$ cat src/hdl/fslw_pkg.sv
// Shared constants and glyph table for the 14-segment LCD writer.
`default_nettype none

package fslw_pkg;

  localparam int unsigned ShadowW  = 24;
  localparam int unsigned NumLines = 4;
  localparam logic [7:0]  NumCodes = 8'h60;
  localparam logic [2:0]  NumPos   = 3'd6;
  localparam logic [3:0]  LastIdx  = 4'd13;
  localparam logic [4:0]  ColTopA  = 5'd23;
  localparam logic [4:0]  ColTopB  = 5'd22;

  typedef logic [ShadowW-1:0] line_t;

  // Mask bits 0..13 are segments A..Q, bit 14 decimal point, bit 15 colon.
  function automatic logic [15:0] glyph(input logic [7:0] code);
    logic [15:0] m;
    case (code)
      8'h2A: m = 16'h3FC0;
      8'h2B: m = 16'h1540;
      8'h2D: m = 16'h0440;
      8'h2E: m = 16'h4000;
      8'h2F: m = 16'h2200;
      8'h30: m = 16'h003F;
      8'h31: m = 16'h0006;
      8'h32: m = 16'h045B;
      8'h33: m = 16'h044F;
      8'h34: m = 16'h0466;
      8'h35: m = 16'h046D;
      8'h36: m = 16'h047D;
      8'h37: m = 16'h2201;
      8'h38: m = 16'h047F;
      8'h39: m = 16'h046F;
      8'h3A: m = 16'h8000;
      8'h41: m = 16'h0477;
      8'h42: m = 16'h047C;
      8'h43: m = 16'h0039;
      8'h44: m = 16'h045E;
      8'h45: m = 16'h0479;
      8'h46: m = 16'h0471;
      8'h47: m = 16'h043D;
      8'h48: m = 16'h0476;
      8'h49: m = 16'h1109;
      8'h4A: m = 16'h001E;
      8'h4B: m = 16'h1B00;
      8'h4C: m = 16'h0038;
      8'h4D: m = 16'h02B6;
      8'h4E: m = 16'h08B6;
      8'h4F: m = 16'h003F;
      8'h50: m = 16'h0473;
      8'h51: m = 16'h0467;
      8'h52: m = 16'h0C73;
      8'h53: m = 16'h046D;
      8'h54: m = 16'h1101;
      8'h55: m = 16'h003E;
      8'h56: m = 16'h0886;
      8'h57: m = 16'h2836;
      8'h58: m = 16'h2A80;
      8'h59: m = 16'h1280;
      8'h5A: m = 16'h2209;
      8'h5C: m = 16'h0880;
      8'h5F: m = 16'h0008;
      default: m = 16'h0000;
    endcase
    return m;
  endfunction

endpackage

`default_nettype wire

$ cat src/hdl/fourteen_segment_lcd_writer.sv
// Top level: 14-segment character writer feeding packed LCD RAM bytes.
`default_nettype none

// Each accepted character word updates four 24-bit common-line shadow
// registers and then streams the fourteen LCD RAM bytes (index 0..13, last
// on 13), one per cycle while out_stall_i is low; the byte serializer sets
// that rate. When the block is idle, a word accepted at the input is first
// registered and then loads the shadow registers, after which the first
// byte is presented. An input register
// holds the next word while the current run drains and it is applied the
// cycle the last byte is taken. Words with a code of 0x60 or above or a
// position of 6 or 7 are dropped without effect and without output.
module fourteen_segment_lcd_writer (
  input  wire logic       clk_i,
  input  wire logic       rst_ni,
  input  wire logic       in_valid_i,
  output logic            in_stall_o,
  input  wire logic [2:0] position_i,
  input  wire logic [7:0] symbol_i,
  input  wire logic       clear_first_i,
  output logic            out_valid_o,
  input  wire logic       out_stall_i,
  output logic [3:0]      ram_index_o,
  output logic [7:0]      ram_byte_o,
  output logic            last_o
);

  logic       in_vld_q;
  logic [2:0] pos_q;
  logic [7:0] sym_q;
  logic       clr_q;

  logic       busy_q, busy_d;
  logic [3:0] cnt_q, cnt_d;
  fslw_pkg::line_t [fslw_pkg::NumLines-1:0] shadow_q, shadow_d;

  logic        bad;
  logic        emit_free;
  logic        consume;
  logic        load;
  logic        out_take;
  logic [15:0] m;
  logic [4:0]  c1, c2, c3, c4;
  fslw_pkg::line_t oh1, oh2, oh3, oh4, keep;

  assign out_take  = busy_q && !out_stall_i;
  assign emit_free = !busy_q || (out_take && cnt_q == fslw_pkg::LastIdx);
  assign bad       = (sym_q >= fslw_pkg::NumCodes) || (pos_q >= fslw_pkg::NumPos);
  assign consume   = in_vld_q && (bad || emit_free);
  assign load      = in_vld_q && !bad && emit_free;
  assign in_stall_o = in_vld_q && !consume;

  always_ff @(posedge clk_i or negedge rst_ni) begin
    if (!rst_ni) begin
      in_vld_q <= 1'b0;
    end else if (in_valid_i && !in_stall_o) begin
      in_vld_q <= 1'b1;
    end else if (consume) begin
      in_vld_q <= 1'b0;
    end
  end

  always_ff @(posedge clk_i) begin
    if (in_valid_i && !in_stall_o) begin
      pos_q <= position_i;
      sym_q <= symbol_i;
      clr_q <= clear_first_i;
    end
  end

  // Four segment columns per digit: two from each end of the line.
  assign m   = fslw_pkg::glyph(sym_q);
  assign c1  = {1'b0, pos_q, 1'b0};
  assign c2  = c1 + 5'd1;
  assign c3  = fslw_pkg::ColTopA - c1;
  assign c4  = fslw_pkg::ColTopB - c1;
  assign oh1 = fslw_pkg::line_t'(1) << c1;
  assign oh2 = fslw_pkg::line_t'(1) << c2;
  assign oh3 = fslw_pkg::line_t'(1) << c3;
  assign oh4 = fslw_pkg::line_t'(1) << c4;
  assign keep = clr_q ? ~(oh1 | oh2 | oh3 | oh4) : '1;

  always_comb begin
    shadow_d = shadow_q;
    busy_d   = busy_q;
    cnt_d    = cnt_q;
    if (out_take) begin
      cnt_d = cnt_q + 4'd1;
      if (cnt_q == fslw_pkg::LastIdx) begin
        busy_d = 1'b0;
      end
    end
    if (load) begin
      busy_d = 1'b1;
      cnt_d  = '0;
      shadow_d[0] = (shadow_q[0] & keep) | ({24{m[4]}} & oh1) | ({24{m[10]}} & oh2)
                  | ({24{m[6]}} & oh3) | ({24{m[1]}} & oh4);
      shadow_d[1] = (shadow_q[1] & keep) | ({24{m[3]}} & oh1) | ({24{m[2]}} & oh2)
                  | ({24{m[5]}} & oh3) | ({24{m[0]}} & oh4);
      shadow_d[2] = (shadow_q[2] & keep) | ({24{m[12]}} & oh1) | ({24{m[15]}} & oh2)
                  | ({24{m[13]}} & oh3) | ({24{m[9]}} & oh4);
      shadow_d[3] = (shadow_q[3] & keep) | ({24{m[11]}} & oh1) | ({24{m[14]}} & oh2)
                  | ({24{m[7]}} & oh3) | ({24{m[8]}} & oh4);
    end
  end

  always_ff @(posedge clk_i or negedge rst_ni) begin
    if (!rst_ni) begin
      busy_q   <= 1'b0;
      cnt_q    <= '0;
      shadow_q <= '0;
    end else begin
      busy_q   <= busy_d;
      cnt_q    <= cnt_d;
      shadow_q <= shadow_d;
    end
  end

  // Byte packing: lines 0/1 and 2/3 each fill seven bytes; zero nibbles pad bytes 3, 6, 10 and 13.
  always_comb begin
    case (cnt_q)
      4'd0:    ram_byte_o = shadow_q[0][7:0];
      4'd1:    ram_byte_o = shadow_q[0][15:8];
      4'd2:    ram_byte_o = shadow_q[0][23:16];
      4'd3:    ram_byte_o = {shadow_q[1][3:0], 4'h0};
      4'd4:    ram_byte_o = shadow_q[1][11:4];
      4'd5:    ram_byte_o = shadow_q[1][19:12];
      4'd6:    ram_byte_o = {4'h0, shadow_q[1][23:20]};
      4'd7:    ram_byte_o = shadow_q[2][7:0];
      4'd8:    ram_byte_o = shadow_q[2][15:8];
      4'd9:    ram_byte_o = shadow_q[2][23:16];
      4'd10:   ram_byte_o = {shadow_q[3][3:0], 4'h0};
      4'd11:   ram_byte_o = shadow_q[3][11:4];
      4'd12:   ram_byte_o = shadow_q[3][19:12];
      4'd13:   ram_byte_o = {4'h0, shadow_q[3][23:20]};
      default: ram_byte_o = 8'h00;
    endcase
  end

  assign out_valid_o = busy_q;
  assign ram_index_o = cnt_q;
  assign last_o      = (cnt_q == fslw_pkg::LastIdx);

endmodule

`default_nettype wire

$ cat config.mk
export PLATFORM = sky130hd
export DESIGN_NAME = fourteen_segment_lcd_writer
export DESIGN_NICKNAME = d
export VERILOG_FILES = /design/src/hdl/fslw_pkg.sv /design/src/hdl/fourteen_segment_lcd_writer.sv
export SDC_FILE = /design/constraint.sdc
export NUM_CORES = 1
export LEC_CHECK = 0
export ABC_CLOCK_PERIOD_IN_PS = 8850
export BUFFER_PORTS_ARGS = -buffer_cell sky130_fd_sc_hd__buf_4
export CAP_MARGIN = 15
export CORE_MARGIN = 8
export CORE_UTILIZATION = 58
export CTS_CLUSTER_DIAMETER = 40
export CTS_CLUSTER_SIZE = 14
export DETAILED_ROUTE_END_ITERATION = 7
export GPL_TIMING_DRIVEN = 1
export MAX_ROUTING_LAYER = met4
export PLACE_DENSITY = 0.81
export SLEW_MARGIN = 20
export SYNTH_ARGS = -nofsm -noshare
export SYNTH_HDL_FRONTEND = slang
export SYNTH_SLANG_ARGS = --single-unit
$ cat constraint.sdc
create_clock -name clk_i -period 8.85 [get_ports clk_i]
set_clock_uncertainty 0.2 [all_clocks]
set_input_delay 0.4425 -clock clk_i [delete_from_list [all_inputs] [get_ports clk_i]]
set_output_delay 0.4425 -clock clk_i [all_outputs]
set_load 0.01 [all_outputs]
Yosys cells after proc, flatten, opt, wreduce, memory -nomap -nowiden
Memory sizes are Yosys's and may differ from the RTL's. A register that Yosys moved wholly into a read port is not among the register bits. Cells that the tools add are included.

Add/sub/neg operators: 4. Magnitude comparators: 2. Equality and inequality tests: 13. Bitwise operators: 40. Reductions and logical operators: 20. Shift-type cells: 4. Muxes and demuxes: 11.

Operators with widths (count): 24-bit bitwise AND (20); 24-bit OR (19); 8-bit one-hot mux with 14 select lines (1); 1-bit by 5-bit << shifter with 24-bit output, first input constant (3); 4-bit equality test, second input constant (6); 24-bit two-way mux (1); 24-bit inverter (1); 1-bit by 4-bit << shifter with 24-bit output, first input constant (1); 4-bit by 3-bit equality test with 1-bit output, second input constant (4); 16-bit two-way mux (1); 5-bit by 4-bit subtractor with 5-bit output, first input constant (2); 4-bit by 2-bit equality test with 1-bit output, second input constant (2); 8-bit by 7-bit greater-or-equal comparator with 1-bit output, second input constant (1); 4-bit two-way mux (2); 1-bit logical AND (7); 7-bit two-way mux (1); 2-bit nonzero test (3); 4-bit by 1-bit adder with 5-bit output, second input constant (1); 1-bit logical NOT (5); 1-bit two-way mux (5); 4-bit by 1-bit adder with 4-bit output, second input constant (1); 4-bit by 1-bit equality test with 1-bit output, second input constant (1); 4-bit logical NOT (1); 3-bit greater-or-equal comparator, second input constant (1); other kinds (2) (4).

Word-level logic and storage cells: 105. Memories kept: 1. Bits in read-only memories: 2048. Register bits: 114.

Memory list: (name not given) (words 128, bits a word 16, rd ports 1, clocked after memory_dff 1, wr ports 0, line fslw_pkg.sv:19) `case (code)`.

Logic depth before layout (Yosys ltp)
Depth after elaboration: 12. Depth in mapped cells: 15.

Least setup slack after synthesis
OpenSTA, ideal clock, no wires.

Kind: flip-flop to flip-flop. Start point: reg cnt_q[1], in the netlist ram_index_o[1]. End point: reg (tool-made name). Setup slack: 5758 ps. Data required time: 8563 ps. Buffers on the path: 2. Stages on the path, launching flop included: 16. Data arrival time: 2805 ps. Path through: dfrtp_1 -> inv_1 -> ha_1 -> buf_2 -> nand4b_2 -> nand2_2 -> o21ai_4 -> inv_2 -> buf_6 -> mux2_4 -> inv_1 -> ha_1 -> inv_1 -> o21ai_0 -> a221oi_1 -> o31ai_1.

RTL lines: start: declaration (line fourteen_segment_lcd_writer.sv:34) `logic [3:0] cnt_q, cnt_d;`; start signal: assignment (line fourteen_segment_lcd_writer.sv:114) `cnt_q <= cnt_d;`.

Worst setup path in the final report
Start point: reg cnt_q[1], in the netlist ram_index_o[1]. End point: reg shadow_q[66] (netlist bit).

Word-level cells in the longest chain between the ends: 4.

RTL lines: 4-bit equality test (line fourteen_segment_lcd_writer.sv:47) `assign emit_free = !busy_q || (out_take && cnt_q == fslw_pkg::LastIdx);`; 1-bit logical AND (line fourteen_segment_lcd_writer.sv:47); 1-bit logical OR (line fourteen_segment_lcd_writer.sv:47); 1-bit logical AND (line fourteen_segment_lcd_writer.sv:50) `assign load = in_vld_q && !bad && emit_free;`; end signal: assignment (line fourteen_segment_lcd_writer.sv:115) `shadow_q <= shadow_d;`; end: declaration (line fourteen_segment_lcd_writer.sv:35) `fslw_pkg::line_t [fslw_pkg::NumLines-1:0] shadow_q, shadow_d;`.

No other way between the ends. A chain may end at the register's enable or synchronous reset.

==> out/qor.csv <==
stage;metric;value;unit
final_layout;Syn-to-layout area delta;14.00;%
timing;Final WS setup;3983;ps
placement;RD Place Congestion;0.9397;
yosys;Post-Synth XOR/XNOR Area;0.3874;%
final_layout;Reg area;3233;µm²
die;Initial Util;59.40;%
yosys;Synth Area in Compound Gates;27.95;%
cts;Root Buffer;clkbuf_16;
die;die area;15410;µm²
critical_path;cell family contributing the most delay on the critical path;simple AND/OR/NAND/NOR gates;
cts;Post CTS Setup Buffer Count;0;
critical_path;WS Path Type;reg2reg;
yosys;Synthesis Warnings;0;
yosys;asr flop ratio synth;78.46;%
power_and_ir_drop;total power;1.998;mW
die;Die X;124.1;µm
run;total of max-cap violations;0;
timing;Final Critical Period;4867;ps
yosys;main combinational cell family by area after synthesis;compound AO/OA/AOI/OAI gates;
yosys;Mapped Avg Cell Area;10.26;µm²
die;core area;11420;µm²
cts;CTS H-tree depth;4;
critical_path;Startpoint Class;flip-flop;
final_layout;Multi-input gate area;3308;µm²
critical_path;crit path DAT;4970;ps
yosys;EDFF count, synth;12;
routing;antenna-violating nets left;0;
routing;vias;5870;
yosys;post-synthesis mux area share;4.390;%
placement;Final HPWL DP;12930;µm
final_layout;layout cell share with drive strength beyond 1;14.24;%
cts;cts bufs inserted;17;
global_routing;met1 usage;34.47;%
placement;I/O Buffers;30;
final_layout;fin nets;703;
critical_path;Setup crit end kind;flip-flop;
global_routing;global-route wire length before repair;31700;µm
timing;Slew Viols, Final;0;
routing;First DRT Iteration DRCs;899;
global_routing;largest net degree at the start of global routing;63;
placement;pre-CTS WS;4152;ps
yosys;Synth Area in Simple Gates;13.63;%
final_layout;number of fill cells;856;
critical_path;worst-path cell chain;inv_1 -> ha_1 -> and4b_1 -> o2111ai_4 -> nor2_1 -> nand2_1 -> nor2_2 -> nand2_1 -> a22o_1;
power_and_ir_drop;pwr/cell area;258.5;nW/µm²
routing;final wirelength;19730;µm
global_routing;met2 usage;42.43;%
outcome;outcome;complete, no violations;
routing;first drt pass iteration count;6;
critical_path;Buf+Inv Stages, Crit Path;1;
yosys;Cell Area, Synth;6783;µm²
routing;wire length per cell;23.75;µm
timing;relative slew slack;23.17;%
timing;setup tns final;0;ps
die;Std-Cell Rows;39;
cts;clock latency on the worst-skew pair;440;ps
timing;Max Clock Freq;0.2054;GHz
timing;Worst Tran Pin Value;1152;ps
critical_path;worst stage delay on the critical path;930;ps
yosys;Seq/Total Area, Yosys;47.67;%
critical_path;Slowest-stage cell, CP;ha_1;
die;IO Pins;31;
yosys;Synth Instances;661;
yosys;Synth cell types;68;
global_routing;initial antenna violation count;0;
yosys;Mapped Nets;689;
power_and_ir_drop;Leakage;3.244;nW
critical_path;crit-path most repeated cell;nand2_1;
critical_path;Worst Path Required;8950;ps
routing;residual DRC count;0;
critical_path;crit-path max FO;34;
timing;final hold violations;0;
yosys;Adder-Cell Fraction of Synth Area;2.214;%
global_routing;Total GRT Usage;27.63;%
routing;vias per cell;7.064;
yosys;top_reg_cell synth;dfrtp_1;
timing;Final Cycle Share;55.00;%
global_routing;total global routing overflow;0;
power_and_ir_drop;peak supply drop;0.3688;mV
cts;CTS clk-pin slew, worst paths;60;ps
cts;Max clock buf depth;2;
yosys;Seq cells post-synth;130;
cts;CTS Sinks;130;
die;Die Y;124.1;µm
worst_hold_path;worst hold path class;in2reg;
timing;unrepaired setup endpoints after global routing;false;
cts;CTS tree;yes;
final_layout;antenna diode instance count;0;
timing;final setup fails;0;
global_routing;vias in the first global route;5758;
global_routing;GR peak layer;met2;
global_routing;met3 usage;6.754;%
## cell type report
| class | count | share of cell area (%) |
|---|---|---|
| clock inverter | 7 | 1.181 |
| sequential | 130 | 41.81 |
| clock buffer | 25 | 6.958 |
| inverter | 14 | 0.6796 |
| tap | 143 | 2.314 |
| multi-input combinational | 470 | 42.78 |
| timing repair buffer | 42 | 4.272 |
## where the power goes
group	leakage (nW)	internal (mW)	switching (mW)
logic	1.28	0.183	0.367
registers	1.65	0.659	0.0582
clock network	0.310	0.477	0.255
total	3.24	1.32	0.680
## cells by family (layout without fill, tap and decap cells)
group,Yosys count,after routing
xor gates and xnor gates,3,3
buffers and inverters,61,88
AOI/OAI and AO/OA,250,250
adders and majority gates,12,12
DFF,130,130
muxes,24,24
and+or+nand+nor,181,181
## stage by stage
step / cells / instance area, µm² / hold WS [ps] / util [%]
finish: 831 / 7732 / 7.316 / 67.72
CTS: 831 / 7730 / 11.68 / 67.70
floorplan: 661 / 6783 / -53.09 / -
global route: 831 / 7732 / 15.49 / 67.72
detailed placement: 793 / 7041 / 245.7 / 61.66
global placement: 793 / 7029 / 241.4 / 61.56
## cells in the mapped netlist, types with 4 or more instances
cell type | instances | area share [%]
mux2i_1 | 10 | 1.5
o2bb2ai_1 | 4 | 0.52
a22oi_1 | 47 | 5.2
clkbuf_1 | 30 | 1.7
a222oi_1 | 11 | 1.6
a221oi_1 | 5 | 0.65
mux2_2 | 9 | 1.5
a32oi_1 | 5 | 0.65
edfxtp_1 | 12 | 5.3
ha_1 | 12 | 2.2
a22o_1 | 67 | 8.7
nor3_1 | 8 | 0.59
o2111ai_1 | 4 | 0.52
nor2b_1 | 18 | 1.7
a21oi_1 | 14 | 1.0
a31oi_1 | 5 | 0.46
dfrtp_1 | 102 | 38
o22ai_1 | 4 | 0.37
and3_1 | 5 | 0.46
o21ai_0 | 49 | 3.6
nand3b_1 | 5 | 0.55
a211oi_1 | 5 | 0.55
nand2_1 | 71 | 3.9
buf_2 | 9 | 0.66
buf_1 | 6 | 0.33
nor3b_1 | 6 | 0.66
nor2_1 | 27 | 1.5
nand3_1 | 15 | 1.1
inv_1 | 12 | 0.66
dfxtp_1 | 16 | 4.7
o211ai_1 | 7 | 0.77
## timing repair
action                     CTS  global route
setup endpoints to repair    0             0
hold buffers                 6             0
resized for setup            0             0
hold endpoints to repair    45             0
## cell usage in the layout (no fill, tap or decap), drive strengths merged, types with 4 or more instances in the layout
cell,synthesis,routed
mux2,10,10
edfxtp,12,12
a221oi,5,5
a21oi,14,14
a22o,67,67
buf,17,36
nand2,73,73
a32oi,5,5
and3,5,5
nand3b,5,5
dlygate4sd3,0,6
a31oi,5,5
o21ai,50,50
ha,12,12
dfrtp,102,102
dfxtp,16,16
o211ai,7,7
a211oi,5,5
a222oi,11,11
a22oi,47,47
clkinv,0,4
mux2i,11,11
o22ai,4,4
nor2b,19,19
clkbuf,30,25
o2111ai,5,5
nand3,16,16
nor2,30,30
inv,14,14
nor3b,6,6
o2bb2ai,4,4
nor3,8,8
## worst paths after layout
check                                from        endpoint  slack (ps)  cells after the start
max in group asynchronous          rst_ni    shadow_q[84]        6910                      3
hold / removal                symbol_i[4]        sym_q[4]           7                      1
min in group asynchronous          rst_ni  ram_index_o[3]         330                      2
hold reg to reg              shadow_q[87]    shadow_q[87]         290                      2
setup / recovery           ram_index_o[1]    shadow_q[66]        3980                      9
setup reg to reg           ram_index_o[1]    shadow_q[66]        3980                      9
## per-layer routing
| layer | up-vias | wire [µm] |
|---|---|---|
| met3 | 54 | 1800 |
| met5 | - | 0 |
| met4 | 0 | 515 |
| met1 | 2897 | 7937 |
| met2 | 347 | 9480 |
| li1 | 2572 | - |
Power figures use the tool's default switching activity.
